==> config.mk <==
export PLATFORM = sky130hd
export DESIGN_NAME = math_expression_lexer
export DESIGN_NICKNAME = d
export VERILOG_FILES = /design/src/sv/mel_pkg.sv /design/src/sv/mel_core.sv /design/src/sv/mel_fifo.sv /design/src/sv/math_expression_lexer.sv
export SDC_FILE = /design/constraint.sdc
export NUM_CORES = 1
export LEC_CHECK = 0
export BUFFER_PORTS_ARGS = -buffer_cell sky130_fd_sc_hd__buf_2
export CAP_MARGIN = 20
export CELL_PAD_IN_SITES_DETAIL_PLACEMENT = 1
export CELL_PAD_IN_SITES_GLOBAL_PLACEMENT = 1
export CORE_MARGIN = 10
export CORE_UTILIZATION = 30
export DETAILED_ROUTE_END_ITERATION = 6
export PLACE_DENSITY_LB_ADDON = 0.1
export SYNTH_ARGS = -nofsm -noshare
export SYNTH_HDL_FRONTEND = slang
export SYNTH_HIERARCHICAL = 1
export SYNTH_SLANG_ARGS = --single-unit
==> constraint.sdc <==
create_clock -name i_clk -period 6.55 [get_ports i_clk]
set_clock_uncertainty 0.1 [all_clocks]
set_input_delay 1.31 -clock i_clk [delete_from_list [all_inputs] [get_ports i_clk]]
set_output_delay 1.31 -clock i_clk [all_outputs]
set_load 0.01 [all_outputs]
==> src/sv/mel_pkg.sv <==
// ----------------------------------------------------------------------------
// mel_pkg
// Token kinds, function ids and the token record shared by the lexer blocks.
// ----------------------------------------------------------------------------
package mel_pkg;

    localparam logic [3:0] K_ADD   = 4'd0;
    localparam logic [3:0] K_SUB   = 4'd1;
    localparam logic [3:0] K_MUL   = 4'd2;
    localparam logic [3:0] K_DIV   = 4'd3;
    localparam logic [3:0] K_POW   = 4'd4;
    localparam logic [3:0] K_LP    = 4'd5;
    localparam logic [3:0] K_RP    = 4'd6;
    localparam logic [3:0] K_VAR   = 4'd7;
    localparam logic [3:0] K_FUNC  = 4'd8;
    localparam logic [3:0] K_CONST = 4'd9;
    localparam logic [3:0] K_NUM   = 4'd10;
    localparam logic [3:0] K_EMPTY = 4'd11;
    localparam logic [3:0] K_END   = 4'd12;

    localparam logic [2:0] F_NONE  = 3'd0;
    localparam logic [2:0] F_COS   = 3'd0;
    localparam logic [2:0] F_COT   = 3'd1;
    localparam logic [2:0] F_EXP   = 3'd2;
    localparam logic [2:0] F_SIN   = 3'd3;
    localparam logic [2:0] F_LOG   = 3'd4;
    localparam logic [2:0] F_LOG10 = 3'd5;
    localparam logic [2:0] F_TAN   = 3'd6;
    localparam logic [2:0] F_TG    = 3'd7;

    typedef struct packed {
        logic [3:0]  kind;
        logic [2:0]  fid;
        logic [15:0] start;
        logic [6:0]  len;
        logic        last;
    } t_token;

    // Tokens produced by one byte, zero to two of them.
    typedef struct packed {
        logic [1:0] cnt;
        t_token     tok0;
        t_token     tok1;
    } t_push;

endpackage

==> src/sv/mel_core.sv <==
// ----------------------------------------------------------------------------
// mel_core
// Scanner state and the single-pass decode of one byte into up to two tokens.
// ----------------------------------------------------------------------------
module mel_core #(
    parameter int NUM_MAX_LEN = 32,
    parameter int POS_BITS    = 16
) (
    input  logic           i_clk,
    input  logic           i_rst_n,
    input  logic           i_en,
    input  logic [7:0]     i_ch,
    output mel_pkg::t_push o_push
);
    import mel_pkg::*;

    localparam logic [4:0] S_IDLE  = 5'd0;
    localparam logic [4:0] S_C     = 5'd1;
    localparam logic [4:0] S_CO    = 5'd2;
    localparam logic [4:0] S_E     = 5'd3;
    localparam logic [4:0] S_EX    = 5'd4;
    localparam logic [4:0] S_P     = 5'd5;
    localparam logic [4:0] S_S     = 5'd6;
    localparam logic [4:0] S_SI    = 5'd7;
    localparam logic [4:0] S_L     = 5'd8;
    localparam logic [4:0] S_LO    = 5'd9;
    localparam logic [4:0] S_LOG   = 5'd10;
    localparam logic [4:0] S_LOG1  = 5'd11;
    localparam logic [4:0] S_T     = 5'd12;
    localparam logic [4:0] S_TA    = 5'd13;
    localparam logic [4:0] S_NINT  = 5'd14;
    localparam logic [4:0] S_NFRAC = 5'd15;
    localparam logic [4:0] S_NEXP  = 5'd16;
    localparam logic [4:0] S_NEXPD = 5'd17;

    localparam logic [7:0] CH_NUL   = 8'h00;
    localparam logic [7:0] CH_TAB   = 8'h09;
    localparam logic [7:0] CH_SPACE = 8'h20;
    localparam logic [7:0] CH_LP    = 8'h28;
    localparam logic [7:0] CH_RP    = 8'h29;
    localparam logic [7:0] CH_MUL   = 8'h2A;
    localparam logic [7:0] CH_ADD   = 8'h2B;
    localparam logic [7:0] CH_SUB   = 8'h2D;
    localparam logic [7:0] CH_DOT   = 8'h2E;
    localparam logic [7:0] CH_DIV   = 8'h2F;
    localparam logic [7:0] CH_0     = 8'h30;
    localparam logic [7:0] CH_1     = 8'h31;
    localparam logic [7:0] CH_9     = 8'h39;
    localparam logic [7:0] CH_UE    = 8'h45;
    localparam logic [7:0] CH_POW   = 8'h5E;
    localparam logic [7:0] CH_A     = 8'h61;
    localparam logic [7:0] CH_C     = 8'h63;
    localparam logic [7:0] CH_E     = 8'h65;
    localparam logic [7:0] CH_G     = 8'h67;
    localparam logic [7:0] CH_I     = 8'h69;
    localparam logic [7:0] CH_L     = 8'h6C;
    localparam logic [7:0] CH_N     = 8'h6E;
    localparam logic [7:0] CH_O     = 8'h6F;
    localparam logic [7:0] CH_P     = 8'h70;
    localparam logic [7:0] CH_S     = 8'h73;
    localparam logic [7:0] CH_T     = 8'h74;
    localparam logic [7:0] CH_X     = 8'h78;

    localparam logic [6:0] NUM_CAP  = 7'(NUM_MAX_LEN);

    function automatic t_token mk_tok(input logic [3:0] kind, input logic [2:0] fid,
                                      input logic [POS_BITS-1:0] start,
                                      input logic [6:0] len);
        t_token     t;
        logic [31:0] w;
        w       = 32'(start);
        t.kind  = kind;
        t.fid   = fid;
        t.start = w[15:0];
        t.len   = len;
        t.last  = 1'b0;
        return t;
    endfunction

    logic [4:0]          r_state, n_state;
    logic [6:0]          r_nlen, n_nlen;
    logic [POS_BITS-1:0] r_start, n_start;
    logic [POS_BITS-1:0] r_bpos, n_bpos;

    logic                is_dig;
    logic [POS_BITS-1:0] p;

    // decode of the byte as it would be seen from the idle state
    logic                id_emit, id_open, id_digit, id_end;
    logic [4:0]          id_state;
    t_token              id_tok;

    logic                do_idle, do_fail, do_num;
    logic [4:0]          num_next;
    logic [6:0]          nl;
    logic [1:0]          cnt;
    t_token              tk [2];

    assign is_dig = (i_ch >= CH_0) && (i_ch <= CH_9);
    assign p      = r_bpos;
    assign nl     = r_nlen + 7'd1;

    always_comb begin
        id_emit  = 1'b0;
        id_open  = 1'b0;
        id_digit = 1'b0;
        id_end   = 1'b0;
        id_state = S_IDLE;
        id_tok   = mk_tok(K_EMPTY, F_NONE, p, 7'd0);
        case (i_ch)
            CH_SPACE, CH_TAB: begin
            end
            CH_ADD: begin id_emit = 1'b1; id_tok = mk_tok(K_ADD, F_NONE, p, 7'd1); end
            CH_SUB: begin id_emit = 1'b1; id_tok = mk_tok(K_SUB, F_NONE, p, 7'd1); end
            CH_MUL: begin id_emit = 1'b1; id_tok = mk_tok(K_MUL, F_NONE, p, 7'd1); end
            CH_DIV: begin id_emit = 1'b1; id_tok = mk_tok(K_DIV, F_NONE, p, 7'd1); end
            CH_POW: begin id_emit = 1'b1; id_tok = mk_tok(K_POW, F_NONE, p, 7'd1); end
            CH_LP:  begin id_emit = 1'b1; id_tok = mk_tok(K_LP, F_NONE, p, 7'd1); end
            CH_RP:  begin id_emit = 1'b1; id_tok = mk_tok(K_RP, F_NONE, p, 7'd1); end
            CH_X:   begin id_emit = 1'b1; id_tok = mk_tok(K_VAR, F_NONE, p, 7'd1); end
            CH_C:   begin id_open = 1'b1; id_state = S_C; end
            CH_E:   begin id_open = 1'b1; id_state = S_E; end
            CH_P:   begin id_open = 1'b1; id_state = S_P; end
            CH_S:   begin id_open = 1'b1; id_state = S_S; end
            CH_L:   begin id_open = 1'b1; id_state = S_L; end
            CH_T:   begin id_open = 1'b1; id_state = S_T; end
            CH_NUL: begin
                id_emit = 1'b1;
                id_end  = 1'b1;
                id_tok  = mk_tok(K_END, F_NONE, p, 7'd0);
            end
            default: begin
                if (is_dig) begin
                    id_digit = 1'b1;
                end else begin
                    id_emit = 1'b1;
                end
            end
        endcase
    end

    always_comb begin
        n_state  = r_state;
        n_nlen   = r_nlen;
        n_start  = r_start;
        n_bpos   = r_bpos + POS_BITS'(1);
        do_idle  = 1'b0;
        do_fail  = 1'b0;
        do_num   = 1'b0;
        num_next = S_IDLE;
        cnt      = 2'd0;
        tk[0]    = '0;
        tk[1]    = '0;

        case (r_state)
            S_C:  if (i_ch == CH_O) n_state = S_CO; else do_fail = 1'b1;
            S_CO: begin
                if (i_ch == CH_S) begin
                    tk[cnt[0]] = mk_tok(K_FUNC, F_COS, r_start, 7'd3); cnt = cnt + 2'd1;
                    n_state = S_IDLE;
                end else if (i_ch == CH_T) begin
                    tk[cnt[0]] = mk_tok(K_FUNC, F_COT, r_start, 7'd3); cnt = cnt + 2'd1;
                    n_state = S_IDLE;
                end else begin
                    do_fail = 1'b1;
                end
            end
            S_E:  if (i_ch == CH_X) n_state = S_EX; else do_fail = 1'b1;
            S_EX: begin
                if (i_ch == CH_P) begin
                    tk[cnt[0]] = mk_tok(K_FUNC, F_EXP, r_start, 7'd3); cnt = cnt + 2'd1;
                    n_state = S_IDLE;
                end else begin
                    do_fail = 1'b1;
                end
            end
            S_P: begin
                if (i_ch == CH_I) begin
                    tk[cnt[0]] = mk_tok(K_CONST, F_NONE, r_start, 7'd2); cnt = cnt + 2'd1;
                    n_state = S_IDLE;
                end else begin
                    do_fail = 1'b1;
                end
            end
            S_S:  if (i_ch == CH_I) n_state = S_SI; else do_fail = 1'b1;
            S_SI: begin
                if (i_ch == CH_N) begin
                    tk[cnt[0]] = mk_tok(K_FUNC, F_SIN, r_start, 7'd3); cnt = cnt + 2'd1;
                    n_state = S_IDLE;
                end else begin
                    do_fail = 1'b1;
                end
            end
            S_L:  if (i_ch == CH_O) n_state = S_LO; else do_fail = 1'b1;
            S_LO: if (i_ch == CH_G) n_state = S_LOG; else do_fail = 1'b1;
            S_LOG: begin
                // anything but '1' closes log and is lexed on its own
                if (i_ch == CH_1) begin
                    n_state = S_LOG1;
                end else begin
                    tk[cnt[0]] = mk_tok(K_FUNC, F_LOG, r_start, 7'd3); cnt = cnt + 2'd1;
                    do_idle = 1'b1;
                end
            end
            S_LOG1: begin
                if (i_ch == CH_0) begin
                    tk[cnt[0]] = mk_tok(K_FUNC, F_LOG10, r_start, 7'd5); cnt = cnt + 2'd1;
                    n_state = S_IDLE;
                end else begin
                    do_fail = 1'b1;
                end
            end
            S_T: begin
                if (i_ch == CH_A) begin
                    n_state = S_TA;
                end else if (i_ch == CH_G) begin
                    tk[cnt[0]] = mk_tok(K_FUNC, F_TG, r_start, 7'd2); cnt = cnt + 2'd1;
                    n_state = S_IDLE;
                end else begin
                    do_fail = 1'b1;
                end
            end
            S_TA: begin
                if (i_ch == CH_N) begin
                    tk[cnt[0]] = mk_tok(K_FUNC, F_TAN, r_start, 7'd3); cnt = cnt + 2'd1;
                    n_state = S_IDLE;
                end else begin
                    do_fail = 1'b1;
                end
            end
            S_NINT: begin
                if (is_dig) begin
                    do_num = 1'b1; num_next = S_NINT;
                end else if (i_ch == CH_DOT) begin
                    do_num = 1'b1; num_next = S_NFRAC;
                end else if (i_ch == CH_E || i_ch == CH_UE) begin
                    do_num = 1'b1; num_next = S_NEXP;
                end else begin
                    do_idle = 1'b1;
                end
            end
            S_NFRAC: begin
                if (is_dig) begin
                    do_num = 1'b1; num_next = S_NFRAC;
                end else if (i_ch == CH_E || i_ch == CH_UE) begin
                    do_num = 1'b1; num_next = S_NEXP;
                end else begin
                    do_idle = 1'b1;
                end
            end
            S_NEXP: begin
                if (is_dig || i_ch == CH_ADD || i_ch == CH_SUB) begin
                    do_num = 1'b1; num_next = S_NEXPD;
                end else begin
                    do_idle = 1'b1;
                end
            end
            S_NEXPD: begin
                if (is_dig) begin
                    do_num = 1'b1; num_next = S_NEXPD;
                end else begin
                    do_idle = 1'b1;
                end
            end
            default: do_idle = 1'b1;
        endcase

        // a byte that leaves a number emits the number first
        if (do_idle && (r_state == S_NINT || r_state == S_NFRAC ||
                        r_state == S_NEXP || r_state == S_NEXPD)) begin
            tk[cnt[0]] = mk_tok(K_NUM, F_NONE, r_start, r_nlen); cnt = cnt + 2'd1;
            n_nlen = 7'd0;
        end

        if (do_num) begin
            if (nl >= NUM_CAP) begin
                tk[cnt[0]] = mk_tok(K_NUM, F_NONE, r_start, nl); cnt = cnt + 2'd1;
                n_state = S_IDLE;
                n_nlen  = 7'd0;
            end else begin
                n_state = num_next;
                n_nlen  = nl;
            end
        end

        if (do_fail) begin
            tk[cnt[0]] = mk_tok(K_EMPTY, F_NONE, r_start, 7'd0); cnt = cnt + 2'd1;
            n_state = S_IDLE;
            if (i_ch == CH_NUL) begin
                tk[cnt[0]] = mk_tok(K_END, F_NONE, p, 7'd0); cnt = cnt + 2'd1;
                n_bpos = '0;
            end
        end

        if (do_idle) begin
            n_state = id_state;
            if (id_emit) begin
                tk[cnt[0]] = id_tok; cnt = cnt + 2'd1;
            end
            if (id_open) n_start = p;
            if (id_digit) begin
                n_start = p;
                n_nlen  = 7'd1;
                n_state = S_NINT;
            end
            if (id_end) n_bpos = '0;
        end

        // flag the final token of this byte
        if (cnt == 2'd1) tk[0].last = 1'b1;
        if (cnt == 2'd2) tk[1].last = 1'b1;
    end

    always_ff @(posedge i_clk) begin
        if (!i_rst_n) begin
            r_state <= S_IDLE;
            r_nlen  <= 7'd0;
            r_start <= '0;
            r_bpos  <= '0;
        end else if (i_en) begin
            r_state <= n_state;
            r_nlen  <= n_nlen;
            r_start <= n_start;
            r_bpos  <= n_bpos;
        end
    end

    assign o_push.cnt  = i_en ? cnt : 2'd0;
    assign o_push.tok0 = tk[0];
    assign o_push.tok1 = tk[1];

endmodule

==> src/sv/mel_fifo.sv <==
// ----------------------------------------------------------------------------
// mel_fifo
// Four-entry token queue: takes up to two tokens a cycle, delivers one per pop.
// ----------------------------------------------------------------------------
module mel_fifo (
    input  logic            i_clk,
    input  logic            i_rst_n,
    input  mel_pkg::t_push  i_push,
    input  logic            i_pop,
    output mel_pkg::t_token o_tok,
    output logic            o_valid,
    output logic            o_room2
);
    import mel_pkg::*;

    t_token     r_mem [4];
    logic [1:0] r_wr, r_rd;
    logic [2:0] r_count;

    always_ff @(posedge i_clk) begin
        if (i_push.cnt != 2'd0) r_mem[r_wr] <= i_push.tok0;
        if (i_push.cnt == 2'd2) r_mem[r_wr + 2'd1] <= i_push.tok1;
    end

    always_ff @(posedge i_clk) begin
        if (!i_rst_n) begin
            r_wr    <= 2'd0;
            r_rd    <= 2'd0;
            r_count <= 3'd0;
        end else begin
            r_wr    <= r_wr + i_push.cnt;
            r_rd    <= r_rd + {1'b0, i_pop};
            r_count <= r_count + {1'b0, i_push.cnt} - {2'b00, i_pop};
        end
    end

    assign o_tok   = r_mem[r_rd];
    assign o_valid = (r_count != 3'd0);
    assign o_room2 = (r_count <= 3'd2);

endmodule

==> src/sv/math_expression_lexer.sv <==
// ----------------------------------------------------------------------------
// math_expression_lexer
// Streaming tokenizer for arithmetic expressions, one text byte per beat.
// ----------------------------------------------------------------------------
// Path: an accepted byte waits in the input register until the queue has room
//   for two tokens; its tokens are then written into the queue and offered.
// Throughput: one byte per cycle while each byte yields at most one token and
//   i_stall is low; the output port delivers one token per cycle, so two-token
//   bytes are paced by the four-entry token queue.
// Reset: synchronous, active low; scanner returns to idle, positions to zero.
// ----------------------------------------------------------------------------
module math_expression_lexer #(
    parameter int NUM_MAX_LEN = 32,
    parameter int POS_BITS    = 16
) (
    input  logic        i_clk,
    input  logic        i_rst_n,
    input  logic        i_valid,
    output logic        o_stall,
    input  logic [7:0]  i_ch,
    output logic        o_valid,
    input  logic        i_stall,
    output logic [3:0]  o_token_kind,
    output logic [2:0]  o_function_id,
    output logic [15:0] o_token_start,
    output logic [6:0]  o_token_length,
    output logic        o_last
);
    import mel_pkg::*;

    logic       r_in_valid;
    logic [7:0] r_in_ch;
    logic       room2, core_en, accept, pop;
    t_push      push;
    t_token     tok;

    assign core_en = r_in_valid && room2;
    assign o_stall = r_in_valid && !room2;
    assign accept  = i_valid && !o_stall;

    always_ff @(posedge i_clk) begin
        if (!i_rst_n) begin
            r_in_valid <= 1'b0;
        end else if (accept) begin
            r_in_valid <= 1'b1;
        end else if (core_en) begin
            r_in_valid <= 1'b0;
        end
    end

    always_ff @(posedge i_clk) begin
        if (accept) r_in_ch <= i_ch;
    end

    mel_core #(
        .NUM_MAX_LEN (NUM_MAX_LEN),
        .POS_BITS    (POS_BITS)
    ) u_core (
        .i_clk   (i_clk),
        .i_rst_n (i_rst_n),
        .i_en    (core_en),
        .i_ch    (r_in_ch),
        .o_push  (push)
    );

    assign pop = o_valid && !i_stall;

    mel_fifo u_fifo (
        .i_clk   (i_clk),
        .i_rst_n (i_rst_n),
        .i_push  (push),
        .i_pop   (pop),
        .o_tok   (tok),
        .o_valid (o_valid),
        .o_room2 (room2)
    );

    assign o_token_kind   = tok.kind;
    assign o_function_id  = tok.fid;
    assign o_token_start  = tok.start;
    assign o_token_length = tok.len;
    assign o_last         = tok.last;

    a_pair_last: assert property (@(posedge i_clk) disable iff (!i_rst_n)
        push.cnt == 2'd2 |-> (push.tok1.last && !push.tok0.last))
        else $error("two-token beat with wrong last flags");

    a_end_last: assert property (@(posedge i_clk) disable iff (!i_rst_n)
        (o_valid && o_token_kind == K_END) |-> o_last)
        else $error("end token without last");

    a_push_room: assert property (@(posedge i_clk) disable iff (!i_rst_n)
        push.cnt != 2'd0 |-> room2)
        else $error("token push without queue room");

    a_accept_load: assert property (@(posedge i_clk) disable iff (!i_rst_n)
        accept |=> r_in_valid)
        else $error("accepted byte lost from input register");

endmodule
### After elaboration in Yosys (flattened, before gate mapping)

Memory sizes are Yosys's and may differ from the RTL's. A register that Yosys moved wholly into a read port is not among the register bits.
Index checks and enable logic that the tools add are counted.

| operators by class | value |
|---|---|
| $add $sub $neg | 12 |
| magnitude comparators | 14 |
| equality and inequality tests | 57 |
| multiplexer cells | 130 |
| bitwise operators | 5 |
| reductions and logical operators | 36 |

Operator list:

| cell | number |
|---|---|
| $mux 31 | 15 |
| $mux 62 | 7 |
| $bwmux 62 | 5 |
| $pmux 31 s9 | 1 |
| $pmux 31 s8 | 1 |
| $demux 31 s1 | 5 |
| $mux 5 | 24 |
| $eq 8x7->1 const B | 14 |
| $mux 16 | 6 |
| $eq 8x6->1 const B | 10 |
| $pmux 5 s12 | 1 |
| $ne 5x1->1 const B | 10 |
| $mux 1 | 41 |
| $eq 5x4->1 const B | 8 |
| $mux 7 | 5 |
| $pmux 4 s6 | 1 |
| $mux 2 | 11 |
| $eq 5x3->1 const B | 4 |
| $pmux 5 s4 | 1 |
| $reduce_or 17->1 | 1 |
| $add 16x1->16 const B | 1 |
| $reduce_bool 15->1 | 1 |
| $pmux 2 s7 | 1 |
| $reduce_and 14->1 | 1 |
| 37 further kinds | 79 |

| word-level totals | value |
|---|---|
| register bits after elaboration | 60 |
| RAM bits | 124 |
| word-level logic and storage cells | 264 |
| memories | 1 |

Memory list:

| memory | words | bits a word | rd ports | clocked after memory_dff | wr ports | line | source |
|---|---|---|---|---|---|---|---|
| u_fifo.r_mem | 4 | 31 | 1 | 1 | 2 | mel_fifo.sv:16 | `t_token r_mem [4];` |

### Longest topological paths before layout

Gate-level depths: netlist (run 1).

| depth | value |
|---|---|
| word-level depth | 24 |
| gate-level depth with buffers | 20 |
| depth with buffers taken out | 17 |

### Cells and area by module

Netlist (run 1), hierarchy kept.

Modules (own cells, without submodules):

| module | instances | cells each | area each (sq um) | seq. area each (sq um) |
|---|---|---|---|---|
| mel_fifo | 1 | 343 | 6,580.1 | 3,863.7 |
| mel_core | 1 | 543 | 4,076.4 | 880.8 |
| math_expression_lexer | 1 | 14 | 300.3 | 260.2 |

### Worst setup path before layout (run 1)

No wires, ideal clock.

| timing | value |
|---|---|
| kind | reg-to-reg |
| start point | register r_in_ch[4] |
| end point | memory u_fifo/r_mem[0][0] in the netlist's numbering, enable pin |
| setup time | 0.462 ns |
| arrival | 6.175 ns |
| setup slack | -0.187 ns |
| stages on the path, launching flop included | 17 |
| path buffers | 2 |
| period minus slack after synthesis | 6.737 ns |
| cell sequence | edfxtp_1 > buf_6 > or4b_4 > o311ai_0 > o311ai_1 > o21a_1 > clkbuf_1 > ha_1 > xor2_4 > ha_1 > inv_1 > o21ai_0 > o21ai_0 > xor2_1 > nor2_1 > o21bai_1 > o21ai_0 |

RTL lines:

| what | line | source |
|---|---|---|
| from (decl) | math_expression_lexer.sv:32 | `logic [7:0] r_in_ch;` |
| from (signal assigned) | math_expression_lexer.sv:52 | `if (accept) r_in_ch <= i_ch;` |
| to (decl) | mel_fifo.sv:16 |  |

==> metrics.log, run 1 <==
INFO  metric result_of_the_run = finished clean
INFO  metric floorplan.die.height = 211.1 um
INFO  metric maxCapViolCount = 0
INFO  metric synth_flop_cell = sky130_fd_sc_hd__edfxtp_1
INFO  metric crit_family = compound AO/OA/AOI/OAI gates
INFO  metric cts.repair_timing.setup_buffer_count = 0
INFO  metric fin_crit_sh = 0.8831
INFO  metric maxSlewHeadroom = 0.2734
INFO  metric p_int = 2.491 mW
INFO  metric synthArstFlopShare = 0
INFO  metric ir_drop = 212.3 uV
INFO  metric grt_max_degree = 33
INFO  metric synth.yosys.seq_area_share = 0.4568
INFO  metric wl_per_cell = 22.42 um
INFO  metric design.core.area = 35830 sq um
INFO  metric final_max_slew_viol_count = 0
INFO  metric power.combinational.fraction = 0.320
INFO  metric critical_path_peak_fanout = 31
INFO  metric layout-drive-gt1-share = 0.3001
INFO  metric post_cts.resized_instances = 0
INFO  metric cts_root_buffer = sky130_fd_sc_hd__clkbuf_16
INFO  metric leading_cell_type_in_the_layout_fill_and_taps_excluded = sky130_fd_sc_hd__edfxtp_1
INFO  metric powerDensity = 307.3 nW/um^2
INFO  metric worstPathRequired = 6640 ps
INFO  metric post_synth.cell_area_avg = 12.17 sq um
INFO  metric grt_setup_unrepaired = no
INFO  metric tightestPinTransition = 1090 ps
INFO  metric cts_max_level = 4
INFO  metric cts_made_buffers = 17
INFO  metric post_synth_inst_count = 900
INFO  metric net-switching-power = 1.265 mW
INFO  metric routabilityCongestion = 0.8262
INFO  metric yosys_warnings = 6
INFO  metric fill_cells = 3845
INFO  metric ctsLongestPathBuffers = 2
INFO  metric via_count_of_the_routed_design = 7307
INFO  metric timing.fmax = 172.9 MHz
INFO  metric netlist.area_leader.share = 0.3618
INFO  metric groute.usage.overall = 0.1427
INFO  metric pwr-share-seq = 0.401
INFO  metric first_pass_iters = 4
INFO  metric synth.distinct_cells = 89
INFO  metric fin_nets = 949
INFO  metric yosys.area.top_type = sky130_fd_sc_hd__edfxtp_1
INFO  metric final_cell_mix = sky130_fd_sc_hd__edfxtp_1 (132), sky130_fd_sc_hd__mux2_2 (93), sky130_fd_sc_hd__nor2_1 (64)
INFO  metric final_routed_wirelength = 31.26 mm
INFO  metric initial_antenna_violation_count = 0
INFO  metric final_layout_setup_total_negative_slack = 0 ps
INFO  metric critPathCaptureType = flip-flop
INFO  metric drc_errors = 0
INFO  metric leakagePower = 4.221 nW
INFO  metric synth.ff_latch_count = 184
INFO  metric critical_path.cell_chain = nand2b_1, o311ai_0, o311ai_1, o21a_1, ha_1, xor2_4, ha_1, inv_1, o21ai_0, o21ai_0, xor2_1, nor2_1, buf_4, and4bb_4, mux2_2
INFO  metric grt_first_pass_wirelength = 48.27 mm
INFO  metric dpl.cell_count = 1362
INFO  metric cts_tree = yes
INFO  metric final_core_utilization = 0.3412
INFO  metric post_layout_nonfiller_instances = 1394
INFO  metric clkSlewWorstSetupHoldPaths = 80 ps
INFO  metric synth.area.top_cells = sky130_fd_sc_hd__edfxtp_1 (36%), sky130_fd_sc_hd__mux2_2 (9.6%), sky130_fd_sc_hd__dfxtp_1 (9.5%)
INFO  metric final_setup_vio_count = 0
INFO  metric core.rowCount = 69
INFO  metric cts.sink_count = 184
INFO  metric synth_enable_flop_cells = 132
INFO  metric first_global_vias = 7666
INFO  metric post_cts_hold_buffer_count = 0
INFO  metric vias_per_cell = 5.242
INFO  metric timing.critical_path.slowest_cell_delay = 760 ps
INFO  metric drt-initial-drc-count = 444
INFO  metric initial_cell_density_of_the_core = 0.3058
INFO  metric crit_arrival = 5880 ps
INFO  metric port_buffers = 44
INFO  metric design.portCount = 45
INFO  metric die_width = 211.1 um
INFO  metric report.final.hold_viol_count = 0
INFO  metric worst_skew_pair.late_latency = 450 ps
INFO  metric path_class = flip-flop to flip-flop
INFO  metric final.min_clock_period = 5784 ps
INFO  metric cp_slowest_cell = sky130_fd_sc_hd__and4bb_4
INFO  metric final_antenna_net_count = 0
INFO  metric overflow = 0
INFO  metric post_detailed_placement_half_perimeter_wirelength = 21.70 mm
INFO  metric clock_power_frac = 0.279
INFO  metric synth_area = 10960 sq um
INFO  metric setup.worst_path.start_class = flip-flop
INFO  metric power_switching_share = 0.3368
INFO  metric min-delay-path-class = flip-flop to flip-flop
INFO  metric dieArea = 44570 sq um
INFO  metric crit_buf_inv = 2
INFO  metric antenna_cells_inserted = 0
INFO  metric areaGrowthSynthToFinish = 11.56%
[synthesized netlist by cell type (5+ instances only)]
| cell | count |
|---|---|
| sky130_fd_sc_hd__buf_6 | 9 |
| sky130_fd_sc_hd__buf_2 | 12 |
| sky130_fd_sc_hd__a31oi_1 | 7 |
| sky130_fd_sc_hd__o21ai_0 | 28 |
| sky130_fd_sc_hd__nand2_1 | 45 |
| sky130_fd_sc_hd__and2_1 | 13 |
| sky130_fd_sc_hd__nand3_1 | 15 |
| sky130_fd_sc_hd__xnor2_1 | 7 |
| sky130_fd_sc_hd__mux4_2 | 31 |
| sky130_fd_sc_hd__xor2_1 | 17 |
| sky130_fd_sc_hd__o21a_1 | 8 |
| sky130_fd_sc_hd__ha_1 | 16 |
| sky130_fd_sc_hd__mux2_2 | 93 |
| sky130_fd_sc_hd__or3_1 | 7 |
| sky130_fd_sc_hd__dfxtp_1 | 52 |
| sky130_fd_sc_hd__inv_1 | 15 |
| sky130_fd_sc_hd__mux2_4 | 29 |
| sky130_fd_sc_hd__nor2_1 | 66 |
| sky130_fd_sc_hd__and3_1 | 11 |
| sky130_fd_sc_hd__nor2b_1 | 8 |
| sky130_fd_sc_hd__a22o_1 | 33 |
| sky130_fd_sc_hd__clkbuf_1 | 36 |
| sky130_fd_sc_hd__edfxtp_1 | 132 |
| sky130_fd_sc_hd__a21o_1 | 8 |
| sky130_fd_sc_hd__nand4_1 | 8 |
| sky130_fd_sc_hd__a21oi_1 | 25 |
| sky130_fd_sc_hd__or2_2 | 7 |
| sky130_fd_sc_hd__nand2b_1 | 12 |
| sky130_fd_sc_hd__mux2i_1 | 23 |
| sky130_fd_sc_hd__buf_4 | 6 |
| sky130_fd_sc_hd__nand3b_1 | 6 |
| sky130_fd_sc_hd__nor3_1 | 15 |
| sky130_fd_sc_hd__o22ai_1 | 5 |
[cells by family after synthesis]
kind of cell	share of synthesized area
DFF	0.4568
and+or+nand+nor	0.1215
AOI/OAI and AO/OA	0.1093
muxes	0.2231
adders and majority gates	0.02010
buffers and inverters	0.04305
other	0.0003423
xor gates and xnor gates	0.02581
[power by group through the flow]
stage / sequential, mW / clock, mW / combinational, mW
2_1_floorplan: 1.48 / 0 / 0.850
3_3_place_gp: 1.53 / 0 / 1.24
3_5_place_dp: 1.53 / 0 / 1.23
4_1_cts: 1.51 / 1.09 / 1.24
5_1_grt: 1.52 / 1.13 / 1.32
6_report: 1.51 / 1.05 / 1.20
[worst min-delay path: stages, from the launching register on]
cell,delay (ps)
sky130_fd_sc_hd__dfxtp_1,360
sky130_fd_sc_hd__mux2i_1,80
sky130_fd_sc_hd__nor2_1,70
[stage by stage]
step / hold slack, ps / instance area, sq um / total power [mW] / setup WS (ps)
final: 436.1 / 12220 / 3.757 / 765.9
after floorplan: 384.3 / 10960 / 2.325 / 580.1
after detailed placement: 415.6 / 11640 / 2.766 / 834.3
after global placement: 402.7 / 11640 / 2.768 / 1045
after global routing: 451.6 / 12220 / 3.972 / 398.1
after CTS: 434.5 / 12220 / 3.833 / 807.3
[registers in the layout, indices dropped and copies added (netlist names)]
signal / cells
u_fifo/r_count: 3
u_core/r_state: 5
r_in_ch: 8
r_in_valid: 1
u_core/p: 16
u_fifo/r_rd: 2
u_fifo/r_wr: 2
u_core/r_start: 16
u_fifo/r_mem: 124
u_core/r_nlen: 7
[layer usage]
layer  global-route usage  share of wire  vias to the layer above
met5                    0              0                        -
met4              0.03996          0.012                        0
met3              0.02211          0.024                       22
met2               0.2179           0.44                       87
met1               0.2038           0.52                     3719
li1                     -              -                     3479
[area by class of cell]
type                       instances  area (sq um)  share of cell area
inverter                          17         66.31            0.005425
clock inverter                    13         146.4             0.01198
multi-input combinational        634          5545              0.4537
sequential                       184          5007              0.4097
clock buffer                      19         432.9             0.03542
timing repair buffer              66         447.9             0.03665
tap                              461         576.8             0.04719
[path summary, 6_finish.rpt]
path	start	to	slack, ps	cells past startpoint
setup / recovery	r_in_ch[1]$_DFFE_PP_	u_fifo/r_mem[3][1]$_DFFE_PP_	770	15
hold / removal	u_core/r_start[8]$_SDFFE_PN0P_	u_core/r_start[8]$_SDFFE_PN0P_	440	2
setup reg to reg	r_in_ch[1]$_DFFE_PP_	u_fifo/r_mem[3][1]$_DFFE_PP_	770	15
hold reg to reg	u_core/r_start[8]$_SDFFE_PN0P_	u_core/r_start[8]$_SDFFE_PN0P_	440	2
(Power assumes the default switching activity.)
==> inputs of run 2 (changes only) <==
BUFFER_PORTS_ARGS = default   (was -buffer_cell sky130_fd_sc_hd__buf_2)
DONT_BUFFER_PORTS = 1   (was default)
==> run 2 against run 1 <==
Compared with the run above:
- worst setup slack lost 210 ps
- critical path depth fell by 1
- fmax decreased by 3.6%
- highest routed layer unchanged
- sequential power is essentially flat
- via count is essentially flat
- power shrank 3.1%
==> metrics.log, run 2 (synthesis results as in run 1) <==
INFO  metric ir_drop = 210.1 uV
INFO  metric groute.usage.overall = 0.1478
INFO  metric first_pass_iters = 5
INFO  metric fin_crit_sh = 0.9159
INFO  metric report.final.hold_viol_count = 0
INFO  metric cts.repair_timing.setup_buffer_count = 0
INFO  metric grt_max_degree = 33
INFO  metric final_max_slew_viol_count = 0
INFO  metric worstPathRequired = 6650 ps
INFO  metric hold_end = u_core/r_start[5]$_SDFFE_PN0P_
INFO  metric timing.critical_path.slowest_cell_delay = 810 ps
INFO  metric grt_most_used_layer = met2
INFO  metric worstReg2RegEnd = u_fifo/r_mem[3][30]$_DFFE_PP_
INFO  metric rrSetupSlack = 550 ps
INFO  metric min-delay-path-class = flip-flop to flip-flop
INFO  metric hold_path_depth = 2
INFO  metric total_area_of_multi_input_combinational_cells = 5543 sq um
INFO  metric final.min_clock_period = 5999 ps
INFO  metric maxCapViolCount = 0
INFO  metric layout.area.seq = 5007 sq um
INFO  metric final_routed_wirelength = 32.46 mm
INFO  metric worst_skew_pair.late_latency = 440 ps
INFO  metric finalHoldWorstSlack = 437.5 ps
INFO  metric design.core.area = 35830 sq um
INFO  metric maxSlewHeadroom = 0.2529
INFO  metric layout-drive-gt1-share = 0.2658
INFO  metric path_class = flip-flop to flip-flop
INFO  metric overflow = 0
INFO  metric areaGrowthSynthToFinish = 9.479%
INFO  metric cts.sink_count = 184
INFO  metric grt_first_pass_wirelength = 49.87 mm
INFO  metric first_global_vias = 7767
INFO  metric port_buffers = 0
INFO  metric vias_per_cell = 5.422
INFO  metric drc_errors = 0
INFO  metric reg2regPathDepth = 14
INFO  metric final_layout_setup_total_negative_slack = 0 ps
INFO  metric die_width = 211.1 um
INFO  metric grt.met3_usage = 0.02685
INFO  metric top_register = u_fifo/r_mem
INFO  metric setup.worst_path.start_class = flip-flop
INFO  metric clkSlewWorstSetupHoldPaths = 70 ps
INFO  metric fill_cells = 3839
INFO  metric critical_path_peak_fanout = 31
INFO  metric grt_setup_unrepaired = no
INFO  metric grt.met1_usage = 0.2069
INFO  metric final_core_utilization = 0.3348
INFO  metric final_cell_mix = sky130_fd_sc_hd__edfxtp_1 (132), sky130_fd_sc_hd__mux2_2 (93), sky130_fd_sc_hd__nor2_1 (63)
INFO  metric via_count_of_the_routed_design = 7314
INFO  metric cts_root_buffer = sky130_fd_sc_hd__clkbuf_16
INFO  metric post_detailed_placement_half_perimeter_wirelength = 22.37 mm
INFO  metric ctsLongestPathBuffers = 2
INFO  metric critPathCaptureType = flip-flop
INFO  metric result_of_the_run = finished clean
INFO  metric timing.fmax = 166.7 MHz
INFO  metric cts_made_buffers = 17
INFO  metric tightestPinTransition = 1103 ps
INFO  metric final_antenna_net_count = 0
INFO  metric fin_nets = 904
INFO  metric max_reg_flops = 124
INFO  metric leading_cell_type_in_the_layout_fill_and_taps_excluded = sky130_fd_sc_hd__edfxtp_1
INFO  metric drt-initial-drc-count = 485
INFO  metric critical_path.cell_chain = nand4bb_1, o311ai_0, o311ai_1, o21a_1, ha_1, xor2_4, ha_1, inv_1, o21ai_0, o21ai_0, xor2_1, nor2_2, and4bb_4, mux2_2
INFO  metric cts_tree = yes
INFO  metric design.portCount = 45
INFO  metric wl_per_cell = 24.06 um
INFO  metric routabilityCongestion = 0.8284
INFO  metric floorplan.die.height = 211.1 um
INFO  metric hold_path.startpoint = u_core/r_start[5]$_SDFFE_PN0P_
INFO  metric met2_usage = 0.2338
INFO  metric crit_arrival = 6090 ps
INFO  metric initial_cell_density_of_the_core = 0.3058
INFO  metric antenna_cells_inserted = 0
INFO  metric core.rowCount = 69
INFO  metric dieArea = 44570 sq um
INFO  metric cp_slowest_cell = sky130_fd_sc_hd__and4bb_4
INFO  metric cts_max_level = 4
INFO  metric final_setup_vio_count = 0
INFO  metric reg2reg_from = r_in_ch[6]$_DFFE_PP_
INFO  metric initial_antenna_violation_count = 0
INFO  metric powerDensity = 303.5 nW/um^2
INFO  metric leakagePower = 4.045 nW
run 2: changes by cell type in the layout (fill, tap and decap cells not counted), sizes merged:
cell	previous run	this run
buf	66	21
bufinv	2	1
clkbuf	19	17
clkinv	5	9
clkinvlp	4	3
run 2: repair_timing:
action / CTS / global route
endpoints found under the setup margin: 0 / 22
hold buffers: 0 / 0
gates resized for setup: 0 / 1
run 2: how the worst max path moves through the flow:
stage / startpoint / end / slack (ps)
final: r_in_ch[6]$_DFFE_PP_ / u_fifo/r_mem[3][30]$_DFFE_PP_ / 550
after global placement: r_in_ch[7]$_DFFE_PP_ / u_fifo/r_mem[3][6]$_DFFE_PP_ / 700
after CTS: r_in_ch[6]$_DFFE_PP_ / u_fifo/r_mem[0][6]$_DFFE_PP_ / 430
after floorplan: r_in_ch[4]$_DFFE_PP_ / u_fifo/r_mem[2][0]$_DFFE_PP_ / 580
after detailed placement: r_in_ch[6]$_DFFE_PP_ / u_fifo/r_mem[0][6]$_DFFE_PP_ / 460
after global routing: r_in_ch[6]$_DFFE_PP_ / u_fifo/r_mem[2][4]$_DFFE_PP_ / 120
run 2: cell type report:
class	count	share of cell area
inverters	17	0.005528
multi-input cells	634	0.4621
well taps	461	0.04809
repair buffers	21	0.01898
clock inverters	15	0.01241
clock buffers	17	0.03546
flip-flops and latches	184	0.4174
run 2: report_power, final:
part | leakage (nW) | switching (mW) | internal, mW
logic | 2.18 | 0.690 | 0.436
registers | 1.60 | 0.0870 | 1.41
clock network | 0.270 | 0.483 | 0.532
total | 4.04 | 1.26 | 2.38
run 2: critical path, delay by kind of cell, from the launching register on:
kind / cells / cell delay, ps
and+or+nand+nor: 3 / 1460
xor gates and xnor gates: 2 / 570
adders and majority gates: 2 / 920
muxes: 1 / 420
AOI/OAI and AO/OA: 5 / 1700
DFF: 1 / 500
buffers and inverters: 1 / 80
run 2: metrics by stage:
stage	worst slack [ps]	total power, mW	instances	cell area (sq um)
5_1_grt	123.0	3.848	1349	12000
4_1_cts	429.5	3.715	1348	11990
3_3_place_gp	701.2	2.648	1315	11400
3_5_place_dp	458.8	2.681	1316	11410
6_report	550.9	3.641	1349	12000
2_1_floorplan	580.1	2.325	902	10960
run 2: routing by layer:
| metal | vias up | wire (um) |
|---|---|---|
| met3 | 12 | 1107 |
| met5 | - | 0 |
| li1 | 3388 | - |
| met1 | 3809 | 15860 |
| met2 | 105 | 15270 |
| met4 | 0 | 220 |
==> inputs of run 3 (changes only) <==
RECOVER_POWER = 25   (was default)
==> run 3 against run 2 <==
Compared with the run above:
- the flow now finishes with violations (max-capacitance violations, max-slew violations)
- clock-buffer cell count stayed put
- non-clock buffer count is the same
- critical path depth did not move
- sequential share of layout area grew 0.092 points
- sequential power about the same
- final cell count unchanged
- wire length increased by 0.35%
- combinational power barely moved
- first-iteration DRC count shrank 1.0%
==> metrics.log, run 3 (synthesis results as in run 1) <==
INFO  metric cts_root_buffer = sky130_fd_sc_hd__clkbuf_16
INFO  metric final_antenna_net_count = 0
INFO  metric critPathCaptureType = flip-flop
INFO  metric grt_setup_unrepaired = no
INFO  metric fill_cells = 3843
INFO  metric path_class = flip-flop to flip-flop
INFO  metric core.rowCount = 69
INFO  metric grt_max_degree = 33
INFO  metric floorplan.die.height = 211.1 um
INFO  metric antenna_cells_inserted = 0
INFO  metric maxSlewHeadroom = -1.113
INFO  metric post_cts_hold_buffer_count = 0
INFO  metric vias_per_cell = 5.443
INFO  metric first_pass_iters = 7
INFO  metric wl_per_cell = 24.15 um
INFO  metric initial_cell_density_of_the_core = 0.3058
INFO  metric fin_crit_sh = 0.9070
INFO  metric top_register = u_fifo/r_mem
INFO  metric final_setup_vio_count = 0
INFO  metric fin_ws = 609.2 ps
INFO  metric final_cell_mix = sky130_fd_sc_hd__edfxtp_1 (132), sky130_fd_sc_hd__mux2_2 (93), sky130_fd_sc_hd__nor2_1 (63)
INFO  metric cts_tree = yes
INFO  metric clkSlewWorstSetupHoldPaths = 70 ps
INFO  metric via_count_of_the_routed_design = 7342
INFO  metric drc_errors = 0
INFO  metric design.core.area = 35830 sq um
INFO  metric setup.worst_path.start_class = flip-flop
INFO  metric report.final.hold_viol_count = 0
INFO  metric design.portCount = 45
INFO  metric timing.fmax = 168.3 MHz
INFO  metric drt-initial-drc-count = 480
INFO  metric port_buffers = 0
INFO  metric tightestPinTransition = 3170 ps
INFO  metric violated_checks = max-capacitance violations, max-slew violations
INFO  metric ctsLongestPathBuffers = 2
INFO  metric dieArea = 44570 sq um
INFO  metric post_detailed_placement_half_perimeter_wirelength = 22.37 mm
INFO  metric grt_first_pass_wirelength = 49.87 mm
INFO  metric cts_made_buffers = 17
INFO  metric areaGrowthSynthToFinish = 9.239%
INFO  metric leading_cell_type_in_the_layout_fill_and_taps_excluded = sky130_fd_sc_hd__edfxtp_1
INFO  metric post_cts.resized_instances = 0
INFO  metric final_routed_wirelength = 32.57 mm
INFO  metric detailedPlace.worstSlack = 458.8 ps
INFO  metric fin_total_pwr = 3.650 mW
INFO  metric overflow = 0
INFO  metric initial_antenna_violation_count = 0
INFO  metric layout-drive-gt1-share = 0.2613
INFO  metric cts.repair_timing.setup_buffer_count = 0
INFO  metric final_layout_setup_total_negative_slack = 0 ps
INFO  metric maxCapViolCount = 1
INFO  metric ir_drop = 210.1 uV
INFO  metric worstPathRequired = 6650 ps
INFO  metric groute.usage.overall = 0.1478
INFO  metric result_of_the_run = finished, violations left
INFO  metric cts.sink_count = 184
INFO  metric final.min_clock_period = 5941 ps
INFO  metric final_max_slew_viol_count = 33
INFO  metric routabilityCongestion = 0.8284
INFO  metric min-delay-path-class = flip-flop to flip-flop
INFO  metric cts_max_level = 4
INFO  metric critical_path_peak_fanout = 31
INFO  metric fin_nets = 904
INFO  metric leakagePower = 4.027 nW
INFO  metric crit_arrival = 6040 ps
INFO  metric powerDensity = 305.0 nW/um^2
INFO  metric first_global_vias = 7767
INFO  metric max_reg_flops = 124
INFO  metric die_width = 211.1 um
INFO  metric worst_skew_pair.late_latency = 440 ps
run 3: changes by cell type in the layout (fill, tap and decap cells not counted), moves of 2 or more:
cell	change
sky130_fd_sc_hd__and2_0	+2
sky130_fd_sc_hd__and2_1	-2
sky130_fd_sc_hd__buf_4	-2
sky130_fd_sc_hd__clkbuf_1	+3
run 3: layout make-up:
type | instances | area (sq um) | share of cell area
Timing Repair Buffer | 21 | 209.0 | 0.01746
Clock inverter | 15 | 148.9 | 0.01244
Inverter | 17 | 66.31 | 0.005540
Multi-Input combinational cell | 634 | 5535 | 0.4625
Clock buffer | 17 | 425.4 | 0.03554
Tap cell | 461 | 576.8 | 0.04819
Sequential cell | 184 | 5007 | 0.4184
run 3: where the power goes:
part | internal, mW | total [mW] | switching (mW)
Combinational | 0.441 | 1.13 | 0.692
Sequential | 1.41 | 1.50 | 0.0872
Clock | 0.532 | 1.02 | 0.486
Total | 2.39 | 3.65 | 1.26
run 3: path summary, 6_finish.rpt:
| path | startpoint | endpoint | slack (ps) | cells after the start |
|---|---|---|---|---|
| hold / removal | u_core/r_start[0]$_SDFFE_PN0P_ | u_core/r_start[0]$_SDFFE_PN0P_ | 440 | 2 |
| setup / recovery | r_in_ch[6]$_DFFE_PP_ | u_fifo/r_mem[3][30]$_DFFE_PP_ | 610 | 14 |
| hold reg to reg | u_core/r_start[0]$_SDFFE_PN0P_ | u_core/r_start[0]$_SDFFE_PN0P_ | 440 | 2 |
| setup reg to reg | r_in_ch[6]$_DFFE_PP_ | u_fifo/r_mem[3][30]$_DFFE_PP_ | 610 | 14 |
run 3: routing by layer:
metal / GRT usage / routed length [um]
met1: 0.2069 / 16170
met2: 0.2338 / 15310
met3: 0.02685 / 865
met4: 0.02847 / 226
met5: 0 / 0
run 3: critical path, cell delays in order (launching register included):
cell and delay (ps):
sky130_fd_sc_hd__edfxtp_1 500, sky130_fd_sc_hd__nand4bb_1 480, sky130_fd_sc_hd__o311ai_0 680, sky130_fd_sc_hd__o311ai_1 280
sky130_fd_sc_hd__o21a_1 390, sky130_fd_sc_hd__ha_1 640, sky130_fd_sc_hd__xor2_4 310, sky130_fd_sc_hd__ha_1 280
sky130_fd_sc_hd__inv_1 80, sky130_fd_sc_hd__o21ai_0 120, sky130_fd_sc_hd__o21ai_0 170, sky130_fd_sc_hd__xor2_1 260
sky130_fd_sc_hd__nor2_2 160, sky130_fd_sc_hd__and4bb_4 810, sky130_fd_sc_hd__mux2_2 420
run 3: metrics by stage:
stage	instances	hold WS, ps	utilization	cell area (sq um)
2_1_floorplan	902	384.3	-	10960
3_3_place_gp	1315	399.9	0.3181	11400
3_5_place_dp	1316	419.2	0.3185	11410
4_1_cts	1348	438.4	0.3345	11990
5_1_grt	1349	454.9	0.3341	11970
6_report	1349	436.5	0.3341	11970
